<file path="config.mk">
export PLATFORM = sky130hd
export DESIGN_NAME = wstc_ctrl
export DESIGN_NICKNAME = d
export VERILOG_FILES = /design/src/sv/wstc_pkg.sv /design/src/sv/wstc_ctrl.sv
export SDC_FILE = /design/constraint.sdc
export NUM_CORES = 1
export LEC_CHECK = 0
export ABC_AREA = 1
export BUFFER_PORTS_ARGS = -buffer_cell sky130_fd_sc_hd__buf_2
export CORE_MARGIN = 2
export CORE_UTILIZATION = 49
export CTS_CLUSTER_DIAMETER = 120
export DETAILED_ROUTE_END_ITERATION = 6
export PLACE_DENSITY = 0.81
export SLEW_MARGIN = 15
export SYNTH_ARGS = -nofsm -noshare
export SYNTH_HDL_FRONTEND = slang
export SYNTH_SLANG_ARGS = --single-unit
</file>
<file path="constraint.sdc">
create_clock -name clk -period 1.57 [get_ports clk]
set_input_delay 0.0785 -clock clk [delete_from_list [all_inputs] [get_ports clk]]
set_output_delay 0.0785 -clock clk [all_outputs]
set_load 0.1 [all_outputs]
</file>
<file path="src/sv/wstc_pkg.sv">
// wstc_pkg: shared types and constants for the weighted spread trust check
// no dependencies; used by every module of the block
package wstc_pkg;

	localparam int MaxHyp = 256;
	localparam int AddrW  = $clog2(MaxHyp);
	localparam int CntW   = AddrW + 1;

	localparam int MeanSteps  = 16;
	localparam int TraceSteps = 34;

	localparam logic [33:0] TraceMax       = 34'h3FFFFFFFF;
	localparam logic [33:0] TraceLimitRst  = 34'd250000;
	localparam logic [15:0] AgeLimitRst    = 16'd3000;

	// configuration register indexes
	localparam logic CfgTraceLimit = 1'b0;
	localparam logic CfgAgeLimit   = 1'b1;

	typedef enum logic [2:0] {
		S_IDLE,
		S_SETTLE,
		S_MINIT,
		S_MEAN,
		S_PASS,
		S_TINIT,
		S_TRACE,
		S_DONE
	} state_t;

	typedef struct packed {
		logic accept;
		logic mean_init;
		logic mean_step;
		logic pass_rd;
		logic trace_init;
		logic trace_step;
		logic out_load;
	} cmd_t;

	typedef struct packed {
		logic            last_beat;
		logic            none;
		logic            out_busy;
		logic [CntW-1:0] count;
	} stat_t;

endpackage

</file>
<file path="src/sv/wstc_ctrl.sv">
// wstc_ctrl: sequencer for collect, mean, variance pass, trace divide, output
// depends on wstc_pkg
module wstc_ctrl
	import wstc_pkg::*;
(
	input  logic   clk,
	input  logic   arst_n,
	input  stat_t  st,
	output cmd_t   cmd,
	output state_t state
);

	state_t          state_q, state_d;
	logic [CntW-1:0] cnt_q;

	// next state
	always_comb begin
		state_d = state_q;
		case (state_q)
			S_IDLE:   if (st.last_beat) state_d = S_SETTLE;
			S_SETTLE: state_d = st.none ? S_DONE : S_MINIT;
			S_MINIT:  state_d = S_MEAN;
			S_MEAN:   if (cnt_q == CntW'(MeanSteps - 1)) state_d = S_PASS;
			S_PASS:   if (cnt_q == st.count + CntW'(2)) state_d = S_TINIT;
			S_TINIT:  state_d = S_TRACE;
			S_TRACE:  if (cnt_q == CntW'(TraceSteps - 1)) state_d = S_DONE;
			S_DONE:   if (!st.out_busy) state_d = S_IDLE;
			default:  state_d = S_IDLE;
		endcase
	end

	// command decode
	always_comb begin
		cmd            = '0;
		cmd.accept     = (state_q == S_IDLE);
		cmd.mean_init  = (state_q == S_MINIT);
		cmd.mean_step  = (state_q == S_MEAN);
		cmd.pass_rd    = (state_q == S_PASS) && (cnt_q < st.count);
		cmd.trace_init = (state_q == S_TINIT);
		cmd.trace_step = (state_q == S_TRACE);
		cmd.out_load   = (state_q == S_DONE) && !st.out_busy;
	end

	// state and step counter
	always_ff @(posedge clk or negedge arst_n) begin
		if (!arst_n) begin
			state_q <= S_IDLE;
			cnt_q   <= '0;
		end else begin
			state_q <= state_d;
			cnt_q   <= (state_q != state_d) ? '0 : cnt_q + CntW'(1);
		end
	end

	assign state = state_q;

endmodule

</file>
==> results of run 1 <==
-- synthesized netlist by cell type (3+ instances only) --
library cell	count
nand2_1	47
inv_1	29
nor2_1	29
nand3_1	16
dfrtp_1	12
ha_1	12
xor2_1	7
a21oi_1	5
nor3_1	5
o21ai_0	4
xnor2_1	3
-- cell families after synthesis --
group           count (synthesis)
compound gates                 14
xor+xnor                       10
fa+ha+maj                      12
buf+inv                        29
flops                          12
simple gates                  102
-- metrics by stage --
stage	instances	setup WS [ns]	cell area (um2)	TNS, ns	util
2_1_floorplan	179	-0.656	1220	-8.33	-
3_3_place_gp	257	-0.0570	1680	-0.374	0.760
3_5_place_dp	257	-0.0898	1680	-0.867	0.760
4_1_cts	276	-0.306	1980	-2.39	0.895
-- repair_timing --
item | 4_1_cts
setup endpoints to repair | 11
hold buffers | 1
pin swaps | 16
gates resized for setup | 34
cloned | 1
buffers inserted | 13
hold endpoints to repair | 12
==> results.py, run 1 <==
metrics = {
    "floorplanning": {
        "fp.dieW_um": 52.5,
        "pin_count": 24,
        "fp.dieH_um": 52.5,
        "rows": 17,
        "start_util": 0.522,
    },
    "yosys": {
        "syn_avg_cell_area_um2": 6.45,
        "synthArstFlopShare": 1.00,
        "synthFlopType": "dfrtp_1",
        "synth_area_leaders": "dfrtp_1 26%, nand2_1 15%, ha_1 13%, inv_1 9.4%, nor2_1 9.4%",
        "synth-simple-area-share": 0.368,
        "synth_warnings": 0,
        "synth_edf_count": 0,
        "syn_area_mm2": 0.00115,
        "syn_inst": 179,
        "synth_fp_nets": 205,
        "synth-seq-area-share": 0.260,
        "synth-compound-area-share": 0.0715,
        "synth_top_cell_by_area": "dfrtp_1",
        "synth_top_family_by_area": "simple AND/OR/NAND/NOR gates",
        "synthMuxAreaShare": 0,
        "synth-xor-area-share": 0.0758,
        "yosys.area_share.adder": 0.130,
        "synth_top_area_frac": 0.260,
        "ys_types": 21,
        "synth_seq_cells": 12,
    },
    "outcome": {
        "toolErrorMsg": "[ERROR DPL-0033] detailed placement checks failed during check placement.",
        "failed_stage": "global routing",
        "status": "aborted with a tool error",
    },
    "clock_network": {
        "cts_max_level": 1,
        "cts_buffer_depth": 2,
        "cts-root-buf": "clkbuf_4",
        "cts.sinks": 12,
        "cts_buffers": 3,
    },
    "placed_design": {
        "post-dp-hpwl_um": 2680,
        "port_buffers": 23,
        "gp_congestion": 0.827,
    },
    "global_route": {
        "antenna_found_initial": 1,
        "grt_max_degree": 13,
    },
    "sta": {
        "worstEndpointGrtRepair": "cmd[3]",
        "worst_path_end_type": "primary output",
    },
}
==> inputs of run 2 (changes only) <==
CORE_AREA = 2 2 63 65   (was unset)
CORE_MARGIN = unset   (was 2)
CORE_UTILIZATION = unset   (was 49)
CTS_CLUSTER_DIAMETER = unset   (was 120)
DIE_AREA = 0 0 65 67   (was unset)
PLACE_DENSITY = unset   (was 0.81)
PLACE_DENSITY_LB_ADDON = 0.15   (was unset)
clock period = 2.04 ns   (was 1.57 ns; I/O delays follow)
==> run 2 against run 1 <==
- the flow now finishes without violations
- synthesized cell count stayed put
- area after synthesis stayed put
==> results.py, run 2 <==
metrics = {
    "placed_design": {
        "dp_slack_ns": 0.309,
        "gp_congestion": 0.765,
        "port_buffers": 23,
        "post-dp-hpwl_um": 2400,
    },
    "flow_run": {
        "max-cap-violations": 0,
    },
    "yosys": {
        "synth_seq_cells": 12,
        "synth_fp_nets": 205,
        "synth_top_cell_by_area": "dfrtp_1",
        "syn_inst": 179,
        "netlist_top_cells_count": "47 x nand2_1, 29 x inv_1, 29 x nor2_1",
        "synth_warnings": 0,
        "synthArstFlopShare": 1.00,
        "syn_avg_cell_area_um2": 6.45,
        "synth_most_common_cell": "nand2_1",
        "ys_types": 21,
        "synthFlopType": "dfrtp_1",
        "synth_edf_count": 0,
        "synth_area_leaders": "dfrtp_1 26%, nand2_1 15%, ha_1 13%, inv_1 9.4%, nor2_1 9.4%",
        "syn_area_mm2": 0.00115,
        "synth_top_area_frac": 0.260,
        "synth-seq-area-share": 0.260,
    },
    "clock_network": {
        "cts.sinks": 12,
        "clk_pin_slew_worst_paths_ns": 0.05,
        "cts_buffers": 3,
        "cts_buffer_depth": 2,
        "cts_tree": "done",
        "clk_latency_ns": 0.23,
        "cts-root-buf": "clkbuf_8",
        "cts_max_level": 1,
    },
    "worst_setup_path": {
        "required_ns": 1.94,
        "crit_fanout": 4,
        "cp.arrival_ns": 1.83,
        "end_kind": "output pin",
        "crit_path_start_kind": "flip-flop",
        "crit_slowest_cell": "dfrtp_2",
        "r2r_slack_ns": 0.32,
        "path_cells": "ha_1 > a21oi_2 > o21ai_2 > a2111oi_4 > buf_12",
        "worst-setup-path-type": "flip-flop to output pin",
        "critPathMaxStageDelay_ns": 0.43,
    },
    "hold_path": {
        "worstHoldPathType": "input pin to flip-flop",
    },
    "sta": {
        "fin_ws_ns": 0.104,
        "worst_pin_slew_ns": 0.489,
        "fin_worst_skew_ns": 0.00543,
        "fin_crit_sh": 0.949,
        "drv_slew": 0,
        "fmax_mhz": 516,
        "slew_headroom": 0.671,
        "period_needed_ns": 1.94,
        "hold_viol_final": 0,
        "setup_viol": 0,
    },
    "floorplanning": {
        "fp.dieH_um": 67,
        "rows": 22,
        "pin_count": 24,
        "dieArea_mm2": 0.00436,
        "core-area_mm2": 0.00361,
        "fp.dieW_um": 65,
        "start_util": 0.320,
    },
    "route": {
        "drc": 0,
        "vias": 1197,
        "dr.pass1.iters": 4,
        "vias_per_cell": 4.64,
        "drt_iter0_drc": 35,
        "post_drt_wl_per_cell_um": 10.8,
        "drtAntennaViolNets": 0,
        "wirelength_um": 2790,
    },
    "global_route": {
        "grtUsageTotal": 0.141,
        "grt_pass1_vias": 1145,
        "grt_max_degree": 13,
        "antenna_found_initial": 0,
        "grt-ovfl-total": 0,
        "grt_pass1_wl_um": 4780,
    },
    "outcome": {
        "status": "complete, no violations",
    },
    "finish": {
        "final_layout_size_suffix_gt1_frac": 0.248,
        "n_fill_cell": 396,
        "syn2layout_area_growth_pct": 31.9,
        "diodes": 0,
        "fin_nets": 237,
        "largest_reg_flops": 9,
        "top_register": "cnt_q",
        "final_common_cell": "nand2_1",
        "final_cell_mix": "46 x nand2_1, 27 x inv_1, 25 x nor2_1",
        "utilization": 0.422,
    },
    "pwr": {
        "power_density_mw_per_mm2": 1320,
        "peakVddDrop_mv": 1.13,
        "leakage_nw": 0.777,
    },
}
run 2: cell counts after synthesis:
Identical to the previous run, type by type.
run 2: critical path, delay by kind of cell (launching register included):
kind	cells	cell delay [ns]
adders and majority gates	1	0.32
buffers and inverters	1	0.22
DFF	1	0.43
AOI/OAI and AO/OA	3	0.64
run 2: power by group:
group	total, W	switching [W]	internal (W)	leakage [nW]
Clock	0.000211	0.0000745	0.000137	0.0228
Combinational	0.00136	0.00105	0.000319	0.603
Sequential	0.000437	0.000123	0.000314	0.151
Total	0.00201	0.00124	0.000770	0.777
run 2: final timing paths:
path / start / to / depth (start not counted)
worst max-delay path: cnt_q[4]$_DFF_PN0_ / cmd[3] / 5
worst min-delay path: st[9] / state[2]$_DFF_PN0_ / 3
worst max register to register: cnt_q[0]$_DFF_PN0_ / cnt_q[4]$_DFF_PN0_ / 11
worst min register to register: cnt_q[0]$_DFF_PN0_ / cnt_q[0]$_DFF_PN0_ / 1
max in group asynchronous: arst_n / state[2]$_DFF_PN0_ / 2
min in group asynchronous: arst_n / cnt_q[5]$_DFF_PN0_ / 2
run 2: what timing repair did:
action                                  in CTS  in global routing
hold endpoints to repair                    12                  0
hold buffers                                 1                  0
endpoints found under the setup margin       0                  2
gates resized for setup                      0                  8
buffers inserted                             0                  3
run 2: kinds of logic after synthesis:
family          synth area share
simple gates               0.368
xor+xnor                  0.0758
flops                      0.260
compound gates            0.0715
buf+inv                   0.0943
fa+ha+maj                  0.130
run 2: layer usage:
layer | GRT usage | wire, um
met1 | 0.180 | 1300
met2 | 0.247 | 1350
met3 | 0.0118 | 119
met4 | 0.0479 | 19
met5 | 0 | 0
run 2: layout make-up:
cell class	count	area, um2	area share
multi-input combinational	138	823	0.541
clock buffer	4	45.0	0.0296
sequential	12	315	0.207
tap	48	60.1	0.0394
inverter	29	114	0.0748
timing repair buffer	27	165	0.108
run 2: metrics by stage:
step / total power [W] / hold WS, ns / TNS, ns / cell area [um2] / instances
after floorplan: 0.00155 / -0.194 / -1.86 / 1240 / 179
after detailed placement: 0.00180 / 0.00305 / 0 / 1430 / 250
after CTS: 0.00203 / 0.205 / 0 / 1480 / 255
after global placement: 0.00180 / -0.00889 / 0 / 1430 / 250
final: 0.00201 / 0.207 / 0 / 1520 / 258
after global routing: 0.00215 / 0.224 / -0.00694 / 1520 / 258
No activity file was read; power rests on OpenSTA's default activity.
==> inputs of run 3 (changes only) <==
CTS_CLUSTER_SIZE = 10   (was unset)
clock period = 2.2 ns   (was 2.04 ns; I/O delays follow)
==> run 3 against run 2 <==
- global-route usage down 0.52 points
- die area unchanged
- sequential share of layout area increased by 0.56 points
- hold slack got worse by 0.014 ns
- via count is 7.1% lower
- sequential cell count unchanged
- routed wire length is 4.5% lower
- final cell count shrank 0.78%
- design area fell by 3.8%
- critical path depth up 2
- largest cell class unchanged
==> results.py, run 3 (synthesis results as in run 2) <==
metrics = {
    "global_route": {
        "grtUsageTotal": 0.135,
        "grt_max_degree": 13,
        "antenna_found_initial": 0,
        "grt_pass1_wl_um": 4560,
        "grt_pass1_vias": 1053,
        "grt-ovfl-total": 0,
    },
    "placed_design": {
        "dp_slack_ns": 0.314,
        "post-dp-hpwl_um": 2280,
        "port_buffers": 23,
        "gp_congestion": 0.768,
        "placedCellCount": 251,
    },
    "clock_network": {
        "postCtsSetupBuffers": 0,
        "cts_max_level": 1,
        "clk_pin_slew_worst_paths_ns": 0.05,
        "clk_latency_ns": 0.23,
        "cts_buffer_depth": 2,
        "cts_buffers": 3,
        "cts.sinks": 12,
        "cts_tree": "done",
        "cts-root-buf": "clkbuf_8",
    },
    "worst_setup_path": {
        "required_ns": 2.09,
        "cp.arrival_ns": 1.93,
        "crit_slowest_cell": "dfrtp_1",
        "worst-setup-path-type": "flip-flop to output pin",
        "path_cells": "ha_1 > nand2_1 > nor2_1 > nand2_1 > nor2_1 > a2111oi_4 > clkbuf_4",
        "crit_buf_inv": 1,
        "crit_fanout": 4,
        "reg2reg_from": "cnt_q[0]$_DFF_PN0_",
        "critPathMaxStageDelay_ns": 0.42,
        "end_kind": "output pin",
        "crit_start": "cnt_q[7]$_DFF_PN0_",
        "path_delay_family": "flip-flops",
        "crit_path_start_kind": "flip-flop",
    },
    "sta": {
        "setup_viol": 0,
        "drv_slew": 0,
        "fin_worst_skew_ns": 0.00200,
        "fin_crit_sh": 0.930,
        "worst_pin_slew_ns": 0.486,
        "grt_setup_unrepaired": "no",
        "period_needed_ns": 2.04,
        "fmax_mhz": 489,
        "fin_ws_ns": 0.155,
        "slew_headroom": 0.678,
        "setup_tns_ns": 0,
        "hold_viol_final": 0,
    },
    "finish": {
        "final_common_cell": "nand2_1",
        "fin_nets": 235,
        "top_register": "cnt_q",
        "diodes": 0,
        "final_cells": 256,
        "utilization": 0.406,
        "final_layout_size_suffix_gt1_frac": 0.202,
        "largest_reg_flops": 9,
        "n_fill_cell": 389,
        "syn2layout_area_growth_pct": 26.9,
        "final_cell_mix": "47 x nand2_1, 27 x inv_1, 26 x nor2_1",
    },
    "route": {
        "post_drt_wl_per_cell_um": 10.4,
        "drt_iter0_drc": 19,
        "dr.pass1.iters": 2,
        "wirelength_um": 2660,
        "drc": 0,
        "vias": 1112,
        "drtAntennaViolNets": 0,
        "vias_per_cell": 4.34,
    },
    "pwr": {
        "peakVddDrop_mv": 0.928,
        "power_density_mw_per_mm2": 1240,
        "leakage_nw": 0.764,
    },
    "floorplanning": {
        "core-area_mm2": 0.00361,
        "fp.dieH_um": 67,
        "dieArea_mm2": 0.00436,
        "pin_count": 24,
        "fp.dieW_um": 65,
        "rows": 22,
        "start_util": 0.320,
    },
    "flow_run": {
        "max-cap-violations": 0,
    },
    "outcome": {
        "status": "complete, no violations",
    },
    "hold_path": {
        "worstHoldPathType": "input pin to flip-flop",
        "hp-start": "st[9]",
    },
}
==> run 3: cell count changes in the layout (fill, tap and decap cells not counted), sizes merged <==
cell  previous run  this run
buf             25        23
==> run 3: timing repair <==
item | in CTS | in global routing
gates resized for setup | 0 | 1
hold buffers | 1 | 0
hold endpoints to repair | 12 | 0
endpoints found under the setup margin | 0 | 1
==> run 3: area by class of cell <==
class | count | area [um2] | share of cell area
Clock buffer | 4 | 45.0 | 0.0307
Inverter | 29 | 114 | 0.0777
Multi-Input combinational cell | 138 | 800 | 0.546
Sequential cell | 12 | 312 | 0.213
Tap cell | 48 | 60.1 | 0.0410
Timing Repair Buffer | 25 | 135 | 0.0922
==> run 3: layer usage <==
layer / part of all wire / vias up / GRT usage
met3: 0.019 / 0 / 0.0355
li1: - / 621 / -
met2: 0.47 / 9 / 0.227
met4: 0 / 0 / 0.0160
met1: 0.51 / 482 / 0.180
met5: 0 / - / 0
==> run 3: final timing paths <==
kind                                       to  slack, ns  cells past startpoint
setup / recovery                       cmd[3]       0.16                      7
hold / removal             state[2]$_DFF_PN0_       0.19                      3
setup reg to reg           cnt_q[0]$_DFF_PN0_       0.43                     11
hold reg to reg            cnt_q[0]$_DFF_PN0_       0.55                      1
max in group asynchronous  state[2]$_DFF_PN0_       1.68                      2
min in group asynchronous  state[1]$_DFF_PN0_       0.28                      2
==> run 3: where the power goes <==
part / internal (W) / switching [W] / total [W] / leakage, nW
clock network: 0.000127 / 0.0000742 / 0.000201 / 0.0228
logic: 0.000258 / 0.000948 / 0.00121 / 0.585
registers: 0.000291 / 0.000118 / 0.000409 / 0.156
==> run 3: worst reg2reg max path, cell delays in order (launching register included) <==
cell and delay (ns):
dfrtp_1 0.43, inv_1 0.07, ha_1 0.27, inv_1 0.03, nor2_1 0.07, nand3_1 0.09
nor2_1 0.11, nand2_1 0.07, o21ai_1 0.17, nand3_1 0.10, nand2_2 0.18, nor2_1 0.07
==> run 3: through the flow <==
step	total power (W)	area (um2)	hold slack (ns)
detailed placement	0.00163	1410	0.00841
global placement	0.00163	1410	0.00404
CTS	0.00184	1460	0.185
finish	0.00182	1470	0.193
floorplan	0.00142	1220	-0.186
global route	0.00194	1470	0.199
==> inputs of run 4 (changes only) <==
RECOVER_POWER = 50   (was unset)
==> run 4 against run 3 <==
- via count up 0.81%
- non-clock buffer count did not move
- fmax about the same
- register-to-register slack lost 0.04 ns
- clock skew hardly changed
- worst setup slack about the same
- final cell count unchanged
- global-route usage unchanged
- sequential cell count is the same
- sequential share of layout area grew 0.11 points
- core utilization fell by 0.21 points
- largest power group unchanged
==> results.py, run 4 (synthesis results as in run 2) <==
metrics = {
    "worst_setup_path": {
        "worst-setup-path-type": "flip-flop to output pin",
        "cp.arrival_ns": 1.93,
        "required_ns": 2.09,
        "crit_path_start_kind": "flip-flop",
        "end_kind": "output pin",
        "crit_fanout": 4,
    },
    "floorplanning": {
        "fp.dieW_um": 65,
        "start_util": 0.320,
        "fp.dieH_um": 67,
        "dieArea_mm2": 0.00436,
        "core-area_mm2": 0.00361,
        "rows": 22,
        "pin_count": 24,
    },
    "sta": {
        "setup_viol": 0,
        "hold_viol_final": 0,
        "grt_setup_unrepaired": "no",
        "slew_headroom": 0.231,
        "setup_tns_ns": 0,
        "fin_crit_sh": 0.930,
        "fin_worst_skew_ns": 0.00202,
        "fmax_mhz": 489,
        "drv_slew": 0,
        "period_needed_ns": 2.04,
        "worst_pin_slew_ns": 1.16,
    },
    "finish": {
        "final_layout_size_suffix_gt1_frac": 0.178,
        "final_common_cell": "nand2_1",
        "utilization": 0.404,
        "final_cells": 256,
        "regArea_um2": 312,
        "final_cell_mix": "47 x nand2_1, 27 x inv_1, 27 x nor2_1",
        "multi_input_area_um2": 797,
        "n_fill_cell": 391,
        "diodes": 0,
        "top_register": "cnt_q",
        "largest_reg_flops": 9,
        "fin_nets": 235,
        "syn2layout_area_growth_pct": 26.2,
    },
    "route": {
        "vias_per_cell": 4.38,
        "vias": 1121,
        "wirelength_um": 2670,
        "post_drt_wl_per_cell_um": 10.4,
        "drtAntennaViolNets": 0,
        "drt_iter0_drc": 22,
        "drc": 0,
        "dr.pass1.iters": 4,
    },
    "pwr": {
        "power_density_mw_per_mm2": 1240,
        "internal-power_w": 0.000667,
        "leakage_nw": 0.752,
        "peakVddDrop_mv": 0.928,
        "clkPwrFrac": 0.111,
        "pwr-share-seq": 0.226,
        "switchingPower_w": 0.00114,
        "switching_share": 0.631,
        "p_comb_frac": 0.663,
        "power_w": 0.00181,
    },
    "global_route": {
        "grt_max_degree": 13,
        "grtUsageTotal": 0.135,
        "grt-ovfl-total": 0,
        "antenna_found_initial": 0,
        "grt_pass1_vias": 1053,
        "grt_pass1_wl_um": 4560,
    },
    "placed_design": {
        "gp_congestion": 0.768,
        "port_buffers": 23,
        "placedCellCount": 251,
        "post-dp-hpwl_um": 2280,
    },
    "hold_path": {
        "worstHoldPathType": "input pin to flip-flop",
    },
    "clock_network": {
        "cts-root-buf": "clkbuf_8",
        "cts_buffers": 3,
        "cts_tree": "done",
        "cts_buffer_depth": 2,
        "clk_latency_ns": 0.23,
        "cts.sinks": 12,
        "cts_max_level": 1,
        "clk_pin_slew_worst_paths_ns": 0.05,
    },
    "outcome": {
        "status": "complete, no violations",
    },
    "flow_run": {
        "max-cap-violations": 0,
    },
}
## run 4: cell types whose count changed in the layout (fill, tap and decap cells not counted)
cell	previous run	this run
nor2_2	3	2
clkbuf_2	0	1
buf_2	22	17
nor2_1	26	27
clkbuf_1	1	5
## run 4: layout make-up
class                           count  area share
Tap cell                           48      0.0412
Inverter                           29      0.0781
Clock buffer                        4      0.0309
Timing Repair Buffer               25      0.0893
Multi-Input combinational cell    138       0.547
Sequential cell                    12       0.214
## run 4: worst paths after layout
check / start / end / slack (ns) / cells past startpoint
max in group asynchronous: arst_n / state[2]$_DFF_PN0_ / 1.32 / 2
min in group asynchronous: arst_n / state[1]$_DFF_PN0_ / 0.40 / 2
hold reg to reg: cnt_q[0]$_DFF_PN0_ / cnt_q[0]$_DFF_PN0_ / 0.55 / 1
hold / removal: st[9] / state[2]$_DFF_PN0_ / 0.19 / 3
setup reg to reg: cnt_q[0]$_DFF_PN0_ / cnt_q[3]$_DFF_PN0_ / 0.39 / 11
setup / recovery: cnt_q[7]$_DFF_PN0_ / cmd[3] / 0.16 / 7
## run 4: power groups by stage
| stage | registers, W | clock network, W | logic (W) |
|---|---|---|---|
| after floorplan | 0.000601 | 0 | 0.000818 |
| after global placement | 0.000413 | 0 | 0.00122 |
| after detailed placement | 0.000414 | 0 | 0.00121 |
| after CTS | 0.000410 | 0.000210 | 0.00122 |
| after global routing | 0.000421 | 0.000224 | 0.00129 |
| final | 0.000408 | 0.000201 | 0.00120 |
## run 4: critical path, stage by stage (launching register included)
cell	delay, ns
dfrtp_1	0.42
ha_1	0.28
nand2_1	0.10
nor2_1	0.09
nand2_1	0.07
nor2_1	0.05
a2111oi_4	0.30
clkbuf_4	0.38
## run 4: layer usage
layer  track usage  share of wire  vias up
met5             0              0        -
met4        0.0160              0        0
met3        0.0355          0.019        0
met2         0.227           0.47        9
met1         0.180           0.51      491
li1              -              -      621
## run 4: timing repair
action                     in CTS  in global routing
hold endpoints to repair       12                  0
setup buffers                   0                  0
setup endpoints to repair       0                  1
hold buffers                    1                  0
gates resized for setup         0                  1
## run 4: per-stage QoR
step	worst slack, ns	instance area (um2)	hold slack [ns]
finish	0.155	1460	0.193
global route	0.0157	1460	0.199
CTS	0.0530	1460	0.185
detailed placement	0.314	1410	0.00841
global placement	0.303	1410	0.00404
floorplan	-0.0264	1220	-0.186
